==> src/sv/md5_message_digest_defines.svh <==
`ifndef MD5_MESSAGE_DIGEST_DEFINES_SVH
`define MD5_MESSAGE_DIGEST_DEFINES_SVH

// same-cycle implication
`define MD5_ASSERT_IMPLY(label, clk, rst, lhs, rhs) \
   label: assert property (@(posedge clk) disable iff (rst) (lhs) |-> (rhs)) \
      else $error("md5 check failed");

// next-cycle implication
`define MD5_ASSERT_NEXT(label, clk, rst, lhs, rhs) \
   label: assert property (@(posedge clk) disable iff (rst) (lhs) |=> (rhs)) \
      else $error("md5 check failed");

`endif

==> src/sv/md5_pkg.sv <==
package md5_pkg;

   localparam int WORD_W       = 32;
   localparam int COUNT_W      = 3;
   localparam int BLOCK_WORDS  = 16;
   localparam int WIDX_W       = 4;
   localparam int FILL_W       = 6;
   localparam int LEN_W        = 61;
   localparam int ROUND_W      = 6;
   localparam int ROT_W        = 5;
   localparam int DIGEST_WORDS = 4;
   localparam int DIDX_W       = 2;

   localparam logic [COUNT_W-1:0] WORD_BYTES  = 3'd4;
   localparam logic [7:0]         PAD_BYTE    = 8'h80;
   localparam logic [ROUND_W-1:0] ROUND_LAST  = 6'd63;
   localparam logic [DIDX_W-1:0]  DIGEST_LAST = 2'd3;
   localparam logic [WIDX_W-1:0]  LEN_LO_IDX  = 4'd14;
   localparam logic [WIDX_W-1:0]  LEN_HI_IDX  = 4'd15;

   localparam logic [1:0] GRP_F = 2'd0;
   localparam logic [1:0] GRP_G = 2'd1;
   localparam logic [1:0] GRP_H = 2'd2;
   localparam logic [1:0] GRP_I = 2'd3;

   localparam logic [WORD_W-1:0] INIT_A = 32'h67452301;
   localparam logic [WORD_W-1:0] INIT_B = 32'hefcdab89;
   localparam logic [WORD_W-1:0] INIT_C = 32'h98badcfe;
   localparam logic [WORD_W-1:0] INIT_D = 32'h10325476;

   typedef enum logic [2:0] {
      ST_IDLE,
      ST_PAD,
      ST_LENGTH,
      ST_LOAD,
      ST_ROUNDS,
      ST_FOLD,
      ST_EMIT
   } md5_state_type;

   typedef enum logic [1:0] {
      PH_DATA,
      PH_PAD,
      PH_FINAL
   } md5_phase_type;

   typedef struct packed {
      logic              load_word;
      logic              pad;
      logic              clear;
      logic              length;
      logic              start;
      logic              round;
      logic              fold;
      logic              restart;
      logic [DIDX_W-1:0] emit_index;
   } md5_cmd_type;

   typedef struct packed {
      logic block_full;
      logic pad_two;
      logic round_last;
   } md5_status_type;

   function automatic logic [WORD_W-1:0] md5_round_add(input logic [ROUND_W-1:0] r);
      case (r)
         6'd0:  return 32'hd76aa478;
         6'd1:  return 32'he8c7b756;
         6'd2:  return 32'h242070db;
         6'd3:  return 32'hc1bdceee;
         6'd4:  return 32'hf57c0faf;
         6'd5:  return 32'h4787c62a;
         6'd6:  return 32'ha8304613;
         6'd7:  return 32'hfd469501;
         6'd8:  return 32'h698098d8;
         6'd9:  return 32'h8b44f7af;
         6'd10: return 32'hffff5bb1;
         6'd11: return 32'h895cd7be;
         6'd12: return 32'h6b901122;
         6'd13: return 32'hfd987193;
         6'd14: return 32'ha679438e;
         6'd15: return 32'h49b40821;
         6'd16: return 32'hf61e2562;
         6'd17: return 32'hc040b340;
         6'd18: return 32'h265e5a51;
         6'd19: return 32'he9b6c7aa;
         6'd20: return 32'hd62f105d;
         6'd21: return 32'h02441453;
         6'd22: return 32'hd8a1e681;
         6'd23: return 32'he7d3fbc8;
         6'd24: return 32'h21e1cde6;
         6'd25: return 32'hc33707d6;
         6'd26: return 32'hf4d50d87;
         6'd27: return 32'h455a14ed;
         6'd28: return 32'ha9e3e905;
         6'd29: return 32'hfcefa3f8;
         6'd30: return 32'h676f02d9;
         6'd31: return 32'h8d2a4c8a;
         6'd32: return 32'hfffa3942;
         6'd33: return 32'h8771f681;
         6'd34: return 32'h6d9d6122;
         6'd35: return 32'hfde5380c;
         6'd36: return 32'ha4beea44;
         6'd37: return 32'h4bdecfa9;
         6'd38: return 32'hf6bb4b60;
         6'd39: return 32'hbebfbc70;
         6'd40: return 32'h289b7ec6;
         6'd41: return 32'heaa127fa;
         6'd42: return 32'hd4ef3085;
         6'd43: return 32'h04881d05;
         6'd44: return 32'hd9d4d039;
         6'd45: return 32'he6db99e5;
         6'd46: return 32'h1fa27cf8;
         6'd47: return 32'hc4ac5665;
         6'd48: return 32'hf4292244;
         6'd49: return 32'h432aff97;
         6'd50: return 32'hab9423a7;
         6'd51: return 32'hfc93a039;
         6'd52: return 32'h655b59c3;
         6'd53: return 32'h8f0ccc92;
         6'd54: return 32'hffeff47d;
         6'd55: return 32'h85845dd1;
         6'd56: return 32'h6fa87e4f;
         6'd57: return 32'hfe2ce6e0;
         6'd58: return 32'ha3014314;
         6'd59: return 32'h4e0811a1;
         6'd60: return 32'hf7537e82;
         6'd61: return 32'hbd3af235;
         6'd62: return 32'h2ad7d2bb;
         default: return 32'heb86d391;
      endcase
   endfunction

   function automatic logic [ROT_W-1:0] md5_rot_amount(input logic [ROUND_W-1:0] r);
      case ({r[5:4], r[1:0]})
         4'd0:  return 5'd7;
         4'd1:  return 5'd12;
         4'd2:  return 5'd17;
         4'd3:  return 5'd22;
         4'd4:  return 5'd5;
         4'd5:  return 5'd9;
         4'd6:  return 5'd14;
         4'd7:  return 5'd20;
         4'd8:  return 5'd4;
         4'd9:  return 5'd11;
         4'd10: return 5'd16;
         4'd11: return 5'd23;
         4'd12: return 5'd6;
         4'd13: return 5'd10;
         4'd14: return 5'd15;
         default: return 5'd21;
      endcase
   endfunction

   function automatic logic [WIDX_W-1:0] md5_msg_index(input logic [ROUND_W-1:0] r);
      logic [WIDX_W-1:0] lo;
      lo = r[3:0];
      case (r[5:4])
         GRP_F:   return lo;
         GRP_G:   return 4'((lo << 2) + lo + 4'd1);
         GRP_H:   return 4'((lo << 1) + lo + 4'd5);
         default: return 4'((lo << 3) - lo);
      endcase
   endfunction

   function automatic logic [WORD_W-1:0] md5_mix(input logic [1:0] grp,
                                                 input logic [WORD_W-1:0] b,
                                                 input logic [WORD_W-1:0] c,
                                                 input logic [WORD_W-1:0] d);
      case (grp)
         GRP_F:   return (b & c) | (~b & d);
         GRP_G:   return (b & d) | (c & ~d);
         GRP_H:   return b ^ c ^ d;
         default: return c ^ (b | ~d);
      endcase
   endfunction

   function automatic logic [WORD_W-1:0] md5_rotl(input logic [WORD_W-1:0] v,
                                                  input logic [ROT_W-1:0] s);
      logic [2*WORD_W-1:0] dbl;
      dbl = {v, v} << s;
      return dbl[2*WORD_W-1:WORD_W];
   endfunction

endpackage

==> src/sv/md5_req_if.sv <==
interface md5_req_if;
   logic                            valid;
   logic                            ready;
   logic [md5_pkg::WORD_W-1:0]      message_word;
   logic [md5_pkg::COUNT_W-1:0]     valid_bytes;
   logic                            last_item;

   modport source (output valid, message_word, valid_bytes, last_item, input ready);
   modport sink (input valid, message_word, valid_bytes, last_item, output ready);
endinterface

==> src/sv/md5_rsp_if.sv <==
interface md5_rsp_if;
   logic                            valid;
   logic                            ready;
   logic [md5_pkg::WORD_W-1:0]      digest_word;
   logic [md5_pkg::DIDX_W-1:0]      digest_index;
   logic                            digest_done;

   modport source (output valid, digest_word, digest_index, digest_done, input ready);
   modport sink (input valid, digest_word, digest_index, digest_done, output ready);
endinterface

==> src/sv/md5_message_digest.sv <==
// channel  dir  handshake     payload
// req_chan in   valid/ready   message_word[31:0] valid_bytes[2:0] last_item
// rsp_chan out  valid/ready   digest_word[31:0] digest_index[1:0] digest_done
//
// A word that does not close a block is taken in the idle state; a word that fills a block
// adds a block compression (load, 64 rounds of the single round unit, fold).
// The last word adds a pad step and one block, or two when eight or fewer free bytes
// remain, with a length step before the second; then four result items.
// Synchronous reset restores the initial chain value and clears length and fill.
// req_chan is held off outside idle: while padding, while a block is compressed or the digest is out.
module md5_message_digest (
   input  logic      clock,
   input  logic      reset,
   md5_req_if.sink   req_chan,
   md5_rsp_if.source rsp_chan
);

   md5_pkg::md5_cmd_type    cmd;
   md5_pkg::md5_status_type status;

   md5_control u_control (
      .clock     (clock),
      .reset     (reset),
      .req_valid (req_chan.valid),
      .req_last  (req_chan.last_item),
      .req_ready (req_chan.ready),
      .rsp_valid (rsp_chan.valid),
      .rsp_ready (rsp_chan.ready),
      .status    (status),
      .cmd       (cmd)
   );

   md5_datapath u_datapath (
      .clock        (clock),
      .reset        (reset),
      .cmd          (cmd),
      .message_word (req_chan.message_word),
      .valid_bytes  (req_chan.valid_bytes),
      .last_item    (req_chan.last_item),
      .status       (status),
      .digest_word  (rsp_chan.digest_word)
   );

   assign rsp_chan.digest_index = cmd.emit_index;
   assign rsp_chan.digest_done  = (cmd.emit_index == md5_pkg::DIGEST_LAST);

endmodule

==> src/sv/md5_datapath.sv <==
module md5_datapath (
   input  logic                            clock,
   input  logic                            reset,
   input  md5_pkg::md5_cmd_type            cmd,
   input  logic [md5_pkg::WORD_W-1:0]      message_word,
   input  logic [md5_pkg::COUNT_W-1:0]     valid_bytes,
   input  logic                            last_item,
   output md5_pkg::md5_status_type         status,
   output logic [md5_pkg::WORD_W-1:0]      digest_word
);

   logic [md5_pkg::WORD_W-1:0]  chain_ff [md5_pkg::DIGEST_WORDS];
   logic [md5_pkg::WORD_W-1:0]  chain_in [md5_pkg::DIGEST_WORDS];
   logic [md5_pkg::WORD_W-1:0]  block_ff [md5_pkg::BLOCK_WORDS];
   logic [md5_pkg::WORD_W-1:0]  block_in [md5_pkg::BLOCK_WORDS];
   logic [md5_pkg::FILL_W-1:0]  fill_ff, fill_in;
   logic [md5_pkg::LEN_W-1:0]   len_ff, len_in;
   logic [md5_pkg::ROUND_W-1:0] round_ff, round_in;
   logic [md5_pkg::WORD_W-1:0]  wa_ff, wb_ff, wc_ff, wd_ff;
   logic [md5_pkg::WORD_W-1:0]  wa_in, wb_in, wc_in, wd_in;

   logic [md5_pkg::COUNT_W-1:0] count;
   logic [md5_pkg::FILL_W:0]    fill_sum;
   logic [md5_pkg::WORD_W-1:0]  masked_word;
   logic [md5_pkg::WORD_W-1:0]  pad_word;
   logic [md5_pkg::WIDX_W-1:0]  load_idx;
   logic [md5_pkg::WIDX_W-1:0]  pad_idx;
   logic [1:0]                  pad_lane;
   logic [2*md5_pkg::WORD_W-1:0] bit_len;
   logic [md5_pkg::WORD_W-1:0]  round_sum;

   assign count = (!last_item || valid_bytes > md5_pkg::WORD_BYTES)
                  ? md5_pkg::WORD_BYTES : valid_bytes;
   assign fill_sum = {1'b0, fill_ff} + (md5_pkg::FILL_W+1)'(count);
   assign load_idx = fill_ff[5:2];
   assign pad_idx  = fill_ff[5:2];
   assign pad_lane = fill_ff[1:0];
   assign bit_len  = {len_ff, 3'b000};

   always_comb begin
      for (int j = 0; j < 4; j++) begin
         masked_word[8*j +: 8] = (3'(j) < count) ? message_word[8*j +: 8] : 8'h00;
         if (2'(j) < pad_lane) begin
            pad_word[8*j +: 8] = block_ff[pad_idx][8*j +: 8];
         end else if (2'(j) == pad_lane) begin
            pad_word[8*j +: 8] = md5_pkg::PAD_BYTE;
         end else begin
            pad_word[8*j +: 8] = 8'h00;
         end
      end
   end

   always_comb begin
      for (int k = 0; k < md5_pkg::BLOCK_WORDS; k++) begin
         block_in[k] = block_ff[k];
         if (cmd.load_word && 4'(k) == load_idx) begin
            block_in[k] = masked_word;
         end
         if (cmd.pad) begin
            if (4'(k) == pad_idx) begin
               block_in[k] = pad_word;
            end else if (4'(k) > pad_idx) begin
               block_in[k] = '0;
            end
         end
         if (cmd.clear) begin
            block_in[k] = '0;
         end
         if (cmd.length && 4'(k) == md5_pkg::LEN_LO_IDX) begin
            block_in[k] = bit_len[md5_pkg::WORD_W-1:0];
         end
         if (cmd.length && 4'(k) == md5_pkg::LEN_HI_IDX) begin
            block_in[k] = bit_len[2*md5_pkg::WORD_W-1:md5_pkg::WORD_W];
         end
      end
   end

   always_comb begin
      round_sum = wa_ff
                + md5_pkg::md5_mix(round_ff[5:4], wb_ff, wc_ff, wd_ff)
                + block_ff[md5_pkg::md5_msg_index(round_ff)]
                + md5_pkg::md5_round_add(round_ff);
      wa_in    = wa_ff;
      wb_in    = wb_ff;
      wc_in    = wc_ff;
      wd_in    = wd_ff;
      round_in = round_ff;
      if (cmd.start) begin
         wa_in    = chain_ff[0];
         wb_in    = chain_ff[1];
         wc_in    = chain_ff[2];
         wd_in    = chain_ff[3];
         round_in = '0;
      end else if (cmd.round) begin
         wa_in    = wd_ff;
         wd_in    = wc_ff;
         wc_in    = wb_ff;
         wb_in    = wb_ff + md5_pkg::md5_rotl(round_sum, md5_pkg::md5_rot_amount(round_ff));
         round_in = round_ff + 6'd1;
      end
   end

   always_comb begin
      chain_in = chain_ff;
      fill_in  = fill_ff;
      len_in   = len_ff;
      if (cmd.load_word) begin
         fill_in = fill_sum[md5_pkg::FILL_W-1:0];
         len_in  = len_ff + md5_pkg::LEN_W'(count);
      end
      if (cmd.fold) begin
         chain_in[0] = chain_ff[0] + wa_ff;
         chain_in[1] = chain_ff[1] + wb_ff;
         chain_in[2] = chain_ff[2] + wc_ff;
         chain_in[3] = chain_ff[3] + wd_ff;
      end
      if (cmd.restart) begin
         chain_in[0] = md5_pkg::INIT_A;
         chain_in[1] = md5_pkg::INIT_B;
         chain_in[2] = md5_pkg::INIT_C;
         chain_in[3] = md5_pkg::INIT_D;
         fill_in     = '0;
         len_in      = '0;
      end
   end

   always_ff @(posedge clock) begin
      if (reset) begin
         chain_ff[0] <= md5_pkg::INIT_A;
         chain_ff[1] <= md5_pkg::INIT_B;
         chain_ff[2] <= md5_pkg::INIT_C;
         chain_ff[3] <= md5_pkg::INIT_D;
         fill_ff     <= '0;
         len_ff      <= '0;
         round_ff    <= '0;
      end else begin
         chain_ff <= chain_in;
         fill_ff  <= fill_in;
         len_ff   <= len_in;
         round_ff <= round_in;
      end
   end

   always_ff @(posedge clock) begin
      block_ff <= block_in;
      wa_ff    <= wa_in;
      wb_ff    <= wb_in;
      wc_ff    <= wc_in;
      wd_ff    <= wd_in;
   end

   assign status.block_full = fill_sum[md5_pkg::FILL_W];
   assign status.pad_two    = (fill_ff[5:3] == 3'b111);
   assign status.round_last = (round_ff == md5_pkg::ROUND_LAST);
   assign digest_word       = chain_ff[cmd.emit_index];

endmodule

==> src/sv/md5_control.sv <==
`include "md5_message_digest_defines.svh"

module md5_control (
   input  logic                     clock,
   input  logic                     reset,
   input  logic                     req_valid,
   input  logic                     req_last,
   output logic                     req_ready,
   output logic                     rsp_valid,
   input  logic                     rsp_ready,
   input  md5_pkg::md5_status_type  status,
   output md5_pkg::md5_cmd_type     cmd
);

   md5_pkg::md5_state_type      state_ff, state_in;
   md5_pkg::md5_phase_type      phase_ff, phase_in;
   logic                        last_ff, last_in;
   logic [md5_pkg::DIDX_W-1:0]  emit_ff, emit_in;

   always_comb begin
      state_in = state_ff;
      phase_in = phase_ff;
      last_in  = last_ff;
      emit_in  = emit_ff;
      case (state_ff)
         md5_pkg::ST_IDLE: begin
            if (req_valid) begin
               last_in = req_last;
               if (status.block_full) begin
                  phase_in = md5_pkg::PH_DATA;
                  state_in = md5_pkg::ST_LOAD;
               end else if (req_last) begin
                  state_in = md5_pkg::ST_PAD;
               end
            end
         end
         md5_pkg::ST_PAD: begin
            phase_in = status.pad_two ? md5_pkg::PH_PAD : md5_pkg::PH_FINAL;
            state_in = md5_pkg::ST_LOAD;
         end
         md5_pkg::ST_LENGTH: begin
            phase_in = md5_pkg::PH_FINAL;
            state_in = md5_pkg::ST_LOAD;
         end
         md5_pkg::ST_LOAD: begin
            state_in = md5_pkg::ST_ROUNDS;
         end
         md5_pkg::ST_ROUNDS: begin
            if (status.round_last) begin
               state_in = md5_pkg::ST_FOLD;
            end
         end
         md5_pkg::ST_FOLD: begin
            case (phase_ff)
               md5_pkg::PH_DATA:  state_in = last_ff ? md5_pkg::ST_PAD : md5_pkg::ST_IDLE;
               md5_pkg::PH_PAD:   state_in = md5_pkg::ST_LENGTH;
               default: begin
                  emit_in  = '0;
                  state_in = md5_pkg::ST_EMIT;
               end
            endcase
         end
         md5_pkg::ST_EMIT: begin
            if (rsp_ready) begin
               if (emit_ff == md5_pkg::DIGEST_LAST) begin
                  last_in  = 1'b0;
                  state_in = md5_pkg::ST_IDLE;
               end else begin
                  emit_in = emit_ff + 2'd1;
               end
            end
         end
         default: state_in = md5_pkg::ST_IDLE;
      endcase
   end

   always_comb begin
      req_ready      = 1'b0;
      rsp_valid      = 1'b0;
      cmd            = '0;
      cmd.emit_index = emit_ff;
      case (state_ff)
         md5_pkg::ST_IDLE: begin
            req_ready     = 1'b1;
            cmd.load_word = req_valid;
         end
         md5_pkg::ST_PAD: begin
            cmd.pad    = 1'b1;
            cmd.length = !status.pad_two;
         end
         md5_pkg::ST_LENGTH: begin
            cmd.clear  = 1'b1;
            cmd.length = 1'b1;
         end
         md5_pkg::ST_LOAD:   cmd.start = 1'b1;
         md5_pkg::ST_ROUNDS: cmd.round = 1'b1;
         md5_pkg::ST_FOLD:   cmd.fold  = 1'b1;
         md5_pkg::ST_EMIT: begin
            rsp_valid   = 1'b1;
            cmd.restart = rsp_ready && (emit_ff == md5_pkg::DIGEST_LAST);
         end
         default: cmd = '0;
      endcase
   end

   always_ff @(posedge clock) begin
      if (reset) begin
         state_ff <= md5_pkg::ST_IDLE;
         phase_ff <= md5_pkg::PH_DATA;
         last_ff  <= 1'b0;
         emit_ff  <= '0;
      end else begin
         state_ff <= state_in;
         phase_ff <= phase_in;
         last_ff  <= last_in;
         emit_ff  <= emit_in;
      end
   end

   `MD5_ASSERT_IMPLY(emit_after_final, clock, reset, (state_ff == md5_pkg::ST_EMIT), (phase_ff == md5_pkg::PH_FINAL))
   `MD5_ASSERT_NEXT(single_pad_is_final, clock, reset, (state_ff == md5_pkg::ST_PAD && !status.pad_two), (phase_ff == md5_pkg::PH_FINAL && state_ff == md5_pkg::ST_LOAD))
   `MD5_ASSERT_NEXT(done_returns_idle, clock, reset, (rsp_valid && rsp_ready && emit_ff == md5_pkg::DIGEST_LAST), (state_ff == md5_pkg::ST_IDLE && !last_ff))

endmodule

==> src/flat_wrapper.sv <==
// flat-port wrapper written by rule: the top's interface ports become plain ports
module md5_message_digest_flat 
  (clock, reset, req_chan_valid, req_chan_message_word, req_chan_valid_bytes, req_chan_last_item, req_chan_ready, rsp_chan_valid, rsp_chan_digest_word, rsp_chan_digest_index, rsp_chan_digest_done, rsp_chan_ready);
  md5_req_if req_chan_i ();
  md5_rsp_if rsp_chan_i ();
  input  logic clock;
  input  logic reset;
  input wire logic [$bits(req_chan_i.valid)-1:0] req_chan_valid;
  input wire logic [$bits(req_chan_i.message_word)-1:0] req_chan_message_word;
  input wire logic [$bits(req_chan_i.valid_bytes)-1:0] req_chan_valid_bytes;
  input wire logic [$bits(req_chan_i.last_item)-1:0] req_chan_last_item;
  output wire logic [$bits(req_chan_i.ready)-1:0] req_chan_ready;
  output wire logic [$bits(rsp_chan_i.valid)-1:0] rsp_chan_valid;
  output wire logic [$bits(rsp_chan_i.digest_word)-1:0] rsp_chan_digest_word;
  output wire logic [$bits(rsp_chan_i.digest_index)-1:0] rsp_chan_digest_index;
  output wire logic [$bits(rsp_chan_i.digest_done)-1:0] rsp_chan_digest_done;
  input wire logic [$bits(rsp_chan_i.ready)-1:0] rsp_chan_ready;
  assign req_chan_i.valid = req_chan_valid;
  assign req_chan_i.message_word = req_chan_message_word;
  assign req_chan_i.valid_bytes = req_chan_valid_bytes;
  assign req_chan_i.last_item = req_chan_last_item;
  assign req_chan_ready = req_chan_i.ready;
  assign rsp_chan_valid = rsp_chan_i.valid;
  assign rsp_chan_digest_word = rsp_chan_i.digest_word;
  assign rsp_chan_digest_index = rsp_chan_i.digest_index;
  assign rsp_chan_digest_done = rsp_chan_i.digest_done;
  assign rsp_chan_i.ready = rsp_chan_ready;
  md5_message_digest u_core (.clock(clock), .reset(reset), .req_chan(req_chan_i), .rsp_chan(rsp_chan_i));
endmodule
==> config.mk <==
export PLATFORM = sky130hd
export DESIGN_NAME = md5_message_digest_flat
export DESIGN_NICKNAME = d
export VERILOG_FILES = /design/src/sv/md5_pkg.sv /design/src/sv/md5_req_if.sv /design/src/sv/md5_rsp_if.sv /design/src/sv/md5_message_digest.sv /design/src/sv/md5_datapath.sv /design/src/sv/md5_control.sv /design/src/flat_wrapper.sv
export VERILOG_INCLUDE_DIRS = /design/src /design/src/sv
export SDC_FILE = /design/constraint.sdc
export NUM_CORES = 2
export LEC_CHECK = 0
export BUFFER_PORTS_ARGS = -buffer_cell sky130_fd_sc_hd__buf_2
export CAP_MARGIN = 20
export CORE_MARGIN = 10
export CORE_UTILIZATION = 45
export DETAILED_ROUTE_END_ITERATION = 10
export GPL_TIMING_DRIVEN = 0
export HOLD_SLACK_MARGIN = 0.02
export PLACE_DENSITY = 0.66
export SETUP_SLACK_MARGIN = 0.05
export SLEW_MARGIN = 20
export SYNTH_ARGS = -nofsm -noshare
export SYNTH_HDL_FRONTEND = slang
export SYNTH_HIERARCHICAL = 1
export SYNTH_SLANG_ARGS = --single-unit
==> constraint.sdc <==
create_clock -name clock -period 27.7 [get_ports clock]
set_clock_uncertainty 0.15 [all_clocks]
set_input_delay 2.77 -clock clock [delete_from_list [all_inputs] [get_ports clock]]
set_output_delay 2.77 -clock clock [all_outputs]
set_load 0.02 [all_outputs]
# --- Yosys cells after proc, flatten, opt, wreduce, memory -nomap -nowiden ---
# Memories as Yosys holds them, arrays and structs flattened. A register that Yosys moved wholly into a read port is not among the register bits.
# Index checks and enable logic that the tools add are counted.
totals:
  regBits: 849
  latch_bits: 0
  ramBits: 0
  romBits: 2128
  input_bits: 40
  output_inout_bits: 37
  word_cells: 311
  n_memories: 2
op_classes:
  addsub: 17
  n_mul: 0
  div: 0
  magnitude_cmp: 28
  n_eq_ne: 39
  shift: 1
  muxes: 138
  n_bitwise: 15
  reduce_logical: 39
mem_list:
  columns: ["name", "words", "word_bits", "read_ports", "rd_clocked_by_memory_dff", "write_ports", "line", "rtl"]
  rows:
  - ["(name not given)", 64, 32, 1, 1, 0, "md5_pkg.sv:66", "case (r)"]
  - ["(name not given)", 16, 5, 1, 1, 0, "md5_pkg.sv:135", "case ({r[5:4], r[1:0]})"]
ops:
  columns: ["op", "n"]
  rows:
  - ["$mux 32", 82]
  - ["$add 32x32->32", 8]
  - ["$bmux 32 s4", 2]
  - ["$and 32x32->32", 4]
  - ["$mux 8", 12]
  - ["$or 32x32->32", 3]
  - ["$pmux 32 s3", 1]
  - ["$xor 32x32->32", 3]
  - ["$bmux 32 s2", 1]
  - ["$not 32->32", 2]
  - ["$shl 64x5->64", 1]
  - ["$add 61x3->61", 1]
  - ["$eq 4x4->1 const A", 8]
  - ["$gt 4x4->1 const A", 8]
  - ["$mux 3", 7]
  - ["$pmux 3 s6", 1]
  - ["$logic_and 1x1->1", 17]
  - ["$eq 3x4->1 const A", 4]
  - ["$gt 3x4->1 const A", 4]
  - ["$mux 2", 7]
  - ["$mux 1", 13]
  - ["$eq 3x3->1 const B", 4]
  - ["$mux 6", 2]
  - ["$ne 2x2->1 const B", 6]
  - ["48 further kinds", 76]

# --- Logic depth before layout (Yosys ltp) ---
depth:
  depth_word: 13
  mapped_depth: 45
  ltp_nobuf: 44

# --- Cells and area by module ---
# The synthesis kept the hierarchy.
modules_own_cells:
  columns: ["module", "instances", "cells_each", "area_each_um2", "seq_area_each_um2"]
  rows:
  - ["md5_datapath", 1, 7931, 61555.3, 19178.4]
  - ["md5_control", 1, 81, 648.1, 160.2]
  - ["md5_message_digest", 1, 1, 6.3, 0.0]

# --- Worst setup path before layout ---
# OpenSTA, ideal clock, no wires.
synth_timing:
  kind: "reg2reg"
  from: "reg u_core/u_datapath/round_ff[1] (netlist bit)"
  to: "reg u_core/u_datapath/wb_ff[30] (netlist bit) (data pin)"
  setup_time_ns: 0.269
  t_arrival_ns: 10.279
  t_required_ns: 27.281
  path_slack_ns: 17.002
  path_stages_with_launch: 44
  path_buffers: 2
  period_less_slack_ns: 10.698
  path_cell_list: "dfxtp_1 -> inv_1 -> ha_1 -> fa_1 -> xnor3_1 -> nor2_1 -> a211o_1 -> nand2_1 -> clkbuf_1 -> clkbuf_1 -> a31oi_1 -> a21oi_1 -> fa_1 -> inv_1 -> fa_1 -> inv_1 -> ha_1 -> inv_1 -> (+8 left out) -> xnor2_1 -> mux4_2 -> mux4_2 -> nand2_1 -> o21ai_0 -> fa_1 -> a21o_1 -> a21oi_1 -> o21ba_2 -> o31ai_1 -> o311ai_0 -> a211oi_1 -> o41ai_1 -> o21ai_0 -> or4_1 -> a31oi_1 -> xor2_1 -> o21ai_0"
synth_between:
  elab_chain_len: 13
  elab_cells_between_ends: 16
  classes_between: "add/sub: 8; shift: 1; mux: 6; bitwise: 1"
synth_rtl:
  columns: ["element", "line", "rtl"]
  rows:
  - ["start, declared", "md5_datapath.sv:18", "logic [md5_pkg::ROUND_W-1:0] round_ff, round_in;"]
  - ["start signal, assigned", "md5_datapath.sv:140", "round_ff <= round_in;"]
  - ["$add 4x4->4, on equally long branches", "md5_pkg.sv:161, md5_pkg.sv:160", null]
  - ["$add 4x3->4 or $add 4x1->4 (tied branches)", "md5_pkg.sv:161, md5_pkg.sv:160", null]
  - ["$pmux 4 s3 *", "md5_pkg.sv:158", "case (r[5:4])"]
  - ["$not 4->5 (implied by the code) *", "md5_datapath.sv:81", "+ block_ff[md5_pkg::md5_msg_index(round_ff)]"]
  - ["$bmux 32 s4 *", "md5_datapath.sv:81", null]
  - ["$mux 32 (implied by the code) * (2 in series)", "md5_datapath.sv:81", null]
  - ["$add 32x32->32 *", "md5_datapath.sv:81", null]
  - ["$add 32x32->32 *", "md5_datapath.sv:82", "+ md5_pkg::md5_round_add(round_ff);"]
  - ["$shl 64x5->64 *", "md5_pkg.sv:181", "dbl = {v, v} << s;"]
  - ["$add 32x32->32 *", "md5_datapath.sv:98", "wb_in = wb_ff + md5_pkg::md5_rotl(round_sum, md5_pkg::md5_rot_amount(round_ff));"]
  - ["$mux 32 *", "md5_datapath.sv:94", "end else if (cmd.round) begin"]
  - ["$mux 32 *", "md5_datapath.sv:88", "if (cmd.start) begin"]
  - ["net u_core.u_datapath.wb_in (one bit)", "md5_datapath.sv:20", "logic [md5_pkg::WORD_W-1:0] wa_in, wb_in, wc_in, wd_in;"]
  - ["end signal, assigned", "md5_datapath.sv:147", "wb_ff <= wb_in;"]
  - ["end, declared", "md5_datapath.sv:19", "logic [md5_pkg::WORD_W-1:0] wa_ff, wb_ff, wc_ff, wd_ff;"]
# Mark *: on every way through the listed nets, which the timed path passes. The rest lies on a longest branch. The select of a mux whose other input is x is not followed.
# A chain may end at the register's enable or synchronous reset.

# --- Worst setup path in the final report ---
layout_timing:
  from: "reg u_core/u_datapath/round_ff[0] (netlist bit)"
  to: "reg u_core/u_datapath/wb_ff[30] (netlist bit) (data pin)"
# The elaborated chain is that of the path after synthesis.

==> results.json <==
{
  "outcome": "completed",
  "die_x_um": 391.8,
  "cap_viol_max_count": 0,
  "finalSetupTns_ns": 0,
  "power_density_nw_per_um2": 74.67,
  "drtPass1Iterations": 9,
  "synth_flop_cell": "dfxtp_1",
  "path_class": "reg2reg",
  "critPathRequiredTime_ns": 28.00,
  "slowest_stage": "buf_1",
  "slew_viol_final": 0,
  "core_sq_um": 137500,
  "synth-xor-area-share": 0.03616,
  "synthTopCellsByArea": "dfxtp_1, edfxtp_1, nand2_1",
  "nFillCells": 13540,
  "dp_hpwl_um": 269600,
  "yosysUniqueCellTypes": 101,
  "synthCells": 8013,
  "final_nets": 8548,
  "cts-hold-fix-buffers": 0,
  "max_stage_delay_ns": 0.94,
  "peakVddDrop_v": 0.00006854,
  "synth_top_family_by_area": "compound AO/OA/AOI/OAI gates",
  "drt-initial-drc-count": 9727,
  "seqCellArea_sq_um": 19340,
  "worstPathMaxFanout": 10,
  "dpl-instance-area_sq_um": 65140,
  "cts_made_buffers": 108,
  "multiInputGateArea_sq_um": 39660,
  "drc": 0,
  "cts_setup_buffers": 0,
  "wl_um": 349000,
  "drive_gt1_frac": 0.08212,
  "clockRootBuffer": "clkbuf_16",
  "rows": 136,
  "clkSlewWorstSetupHoldPaths_ns": 0.06,
  "worstSetupStartpointType": "flip-flop",
  "grt.total_usage": 0.4372,
  "grt_pass1_wl_um": 480400,
  "hold_class": "reg2reg",
  "clock_path_buffers": 3,
  "min_period_over_period": 0.5725,
  "htreeDepth": 3,
  "cp.arrival_ns": 16.16,
  "initial_core_util": 0.4525,
  "synth_compound_area_frac": 0.2218,
  "fp.dieH_um": 391.8,
  "synthMuxAreaShare": 0.1013,
  "post_cts_resized": 0,
  "hold_viol": 0,
  "area_growth_pct": 10.68,
  "netlist_area_sq_um": 62210,
  "synth_top_area_share": 0.2336,
  "first_global_vias": 63610,
  "end_kind": "flip-flop",
  "slew_headroom": 0.05911,
  "ys_ff_latch": 886,
  "synth_adder_area_share": 0.06734,
  "fin_area_sq_um": 68850,
  "rsz0062_at_grt": "false",
  "ios": 77,
  "via_per_inst": 6.761,
  "wl_per_cell_um": 34.50,
  "portBuffers": 76,
  "ys_seq_area_frac": 0.3109,
  "grt.overflow.total": 0,
  "ant_nets": 0,
  "clock_latency_ns": 0.80,
  "ys_warn_count": 6,
  "max_freq_mhz": 63.06,
  "die_area_sq_um": 153500,
  "antenna_found_initial": 31,
  "p_leak_uw": 0.02534,
  "tightest_slew_ns": 1.411,
  "grt_start_max_net_pins": 50,
  "synth_edf_count": 160,
  "clkSinkCount": 886,
  "setup_viol": 0,
  "yosys.area.top_type": "dfxtp_1",
  "yosys.area_share.simple": 0.2094,
  "syn_area_per_cell_sq_um": 7.764,
  "cts_tree": "built",
  "synth_async_sr_flop_share": 0,
  "gp_congestion": 1.079,
  "syn_nets": 8345,
  "via_count": 68400,
  "min_period_ns": 15.86
}
-- cells in the final DEF, fill, tap and decap left out, types with 38 or more instances in the layout --
master / Yosys / layout
a211oi_1: 58 / 58
a21o_1: 83 / 83
a21oi_1: 829 / 828
a22oi_1: 45 / 45
a311oi_1: 99 / 99
a31oi_1: 93 / 88
and3_1: 96 / 96
buf_1: 61 / 45
buf_2: 6 / 98
clkbuf_1: 541 / 544
clkbuf_16: 0 / 111
dfxtp_1: 726 / 726
edfxtp_1: 160 / 160
fa_1: 70 / 70
ha_1: 222 / 222
inv_1: 239 / 239
mux2_2: 124 / 124
mux2i_1: 100 / 100
mux4_2: 171 / 171
nand2_1: 1193 / 1193
nand2b_1: 50 / 50
nand3_1: 233 / 233
nor2_1: 1164 / 1161
nor2b_1: 40 / 40
nor3_1: 131 / 130
o21a_1: 43 / 43
o21ai_0: 472 / 471
o221ai_1: 38 / 38
o22a_1: 99 / 99
o22ai_1: 143 / 143
xnor2_1: 154 / 153
xor2_1: 95 / 95
-- layer usage --
metal,share of wire,routed length [um],track usage,vias up
met4,0.11,37540,0.3836,18
met2,0.42,147000,0.6510,5106
met1,0.35,121700,0.5063,32800
met5,0.00034,120,0,-
li1,-,-,-,28970
met3,0.12,42610,0.1351,1510
-- stage by stage --
step                      instances  utilization  hold WS (ns)  setup WS, ns  power [uW]
after floorplan                8013            -        0.2991         17.00        2902
after global placement         9883       0.4716        0.3117         12.28        3548
after detailed placement       9897       0.4738        0.3240         12.65        3572
after CTS                     10100       0.5000        0.3386         12.56        5042
after global routing          10100       0.5005        0.3526         11.70        5317
final                         10120       0.5008        0.3345         11.84        5141
-- cell usage after synthesis (58+ instances only) --
library cell  count
xor2_1           95
clkbuf_1        541
xnor2_1         154
o22ai_1         143
mux2i_1         100
mux2_2          124
a31oi_1          93
nor2_1         1164
edfxtp_1        160
o22a_1           99
fa_1             70
a211oi_1         58
and3_1           96
ha_1            222
buf_1            61
dfxtp_1         726
inv_1           239
mux4_2          171
a21o_1           83
o21ai_0         472
nand3_1         233
nor3_1          131
nand2_1        1193
a311oi_1         99
a21oi_1         829
-- worst max-delay path, delay by kind of cell, from the launching register on --
family | cells | cell delay [ns]
xor gates and xnor gates | 4 | 1.25
muxes | 2 | 1.07
buffers and inverters | 7 | 2.79
and+or+nand+nor | 6 | 1.48
DFF | 1 | 0.45
AOI/OAI and AO/OA | 17 | 6.37
adders and majority gates | 4 | 1.93
-- sequential cells by signal (all words and copies together), names as in the netlist, 32 cells and up, named ones only --
name,flops
u_core/u_datapath/wc_ff,32
u_core/u_datapath/block_ff,512
u_core/u_datapath/wb_ff,32
u_core/u_datapath/len_ff,61
u_core/u_datapath/wd_ff,32
u_core/u_datapath/chain_ff,128
u_core/u_datapath/wa_ff,32
-- kinds of logic after synthesis --
group | count (synthesis)
AOI/OAI and AO/OA | 2239
and+or+nand+nor | 3080
muxes | 398
buffers and inverters | 865
adders and majority gates | 293
xor gates and xnor gates | 252
DFF | 886
-- final cells by class --
cell class / count / area share
clock inverter: 46 / 0.006760
multi-input combinational: 6262 / 0.5760
buffer: 619 / 0.03524
clock buffer: 153 / 0.04554
tap: 1794 / 0.03260
sequential: 886 / 0.2809
antenna: 18 / 0.0006542
inverter: 246 / 0.01341
timing repair buffer: 93 / 0.008977
-- final timing paths --
| kind | cells past startpoint | endpoint | startpoint | slack, ns |
|---|---|---|---|---|
| worst max-delay path | 40 | u_core/u_datapath/wb_ff[30] | u_core/u_datapath/round_ff[0] | 11.84 |
| worst min register to register | 2 | u_core/u_control/emit_ff[1] | u_core/u_control/emit_ff[1] | 0.33 |
| worst min-delay path | 2 | u_core/u_control/emit_ff[1] | u_core/u_control/emit_ff[1] | 0.33 |
| worst max register to register | 40 | u_core/u_datapath/wb_ff[30] | u_core/u_datapath/round_ff[0] | 11.84 |
-- power breakdown --
group	switching, uW	leakage (uW)	internal, uW
registers	52.8	0.00733	1410
logic	1380	0.0162	809
clock network	638	0.00179	842
Power figures use the tool's default switching activity.
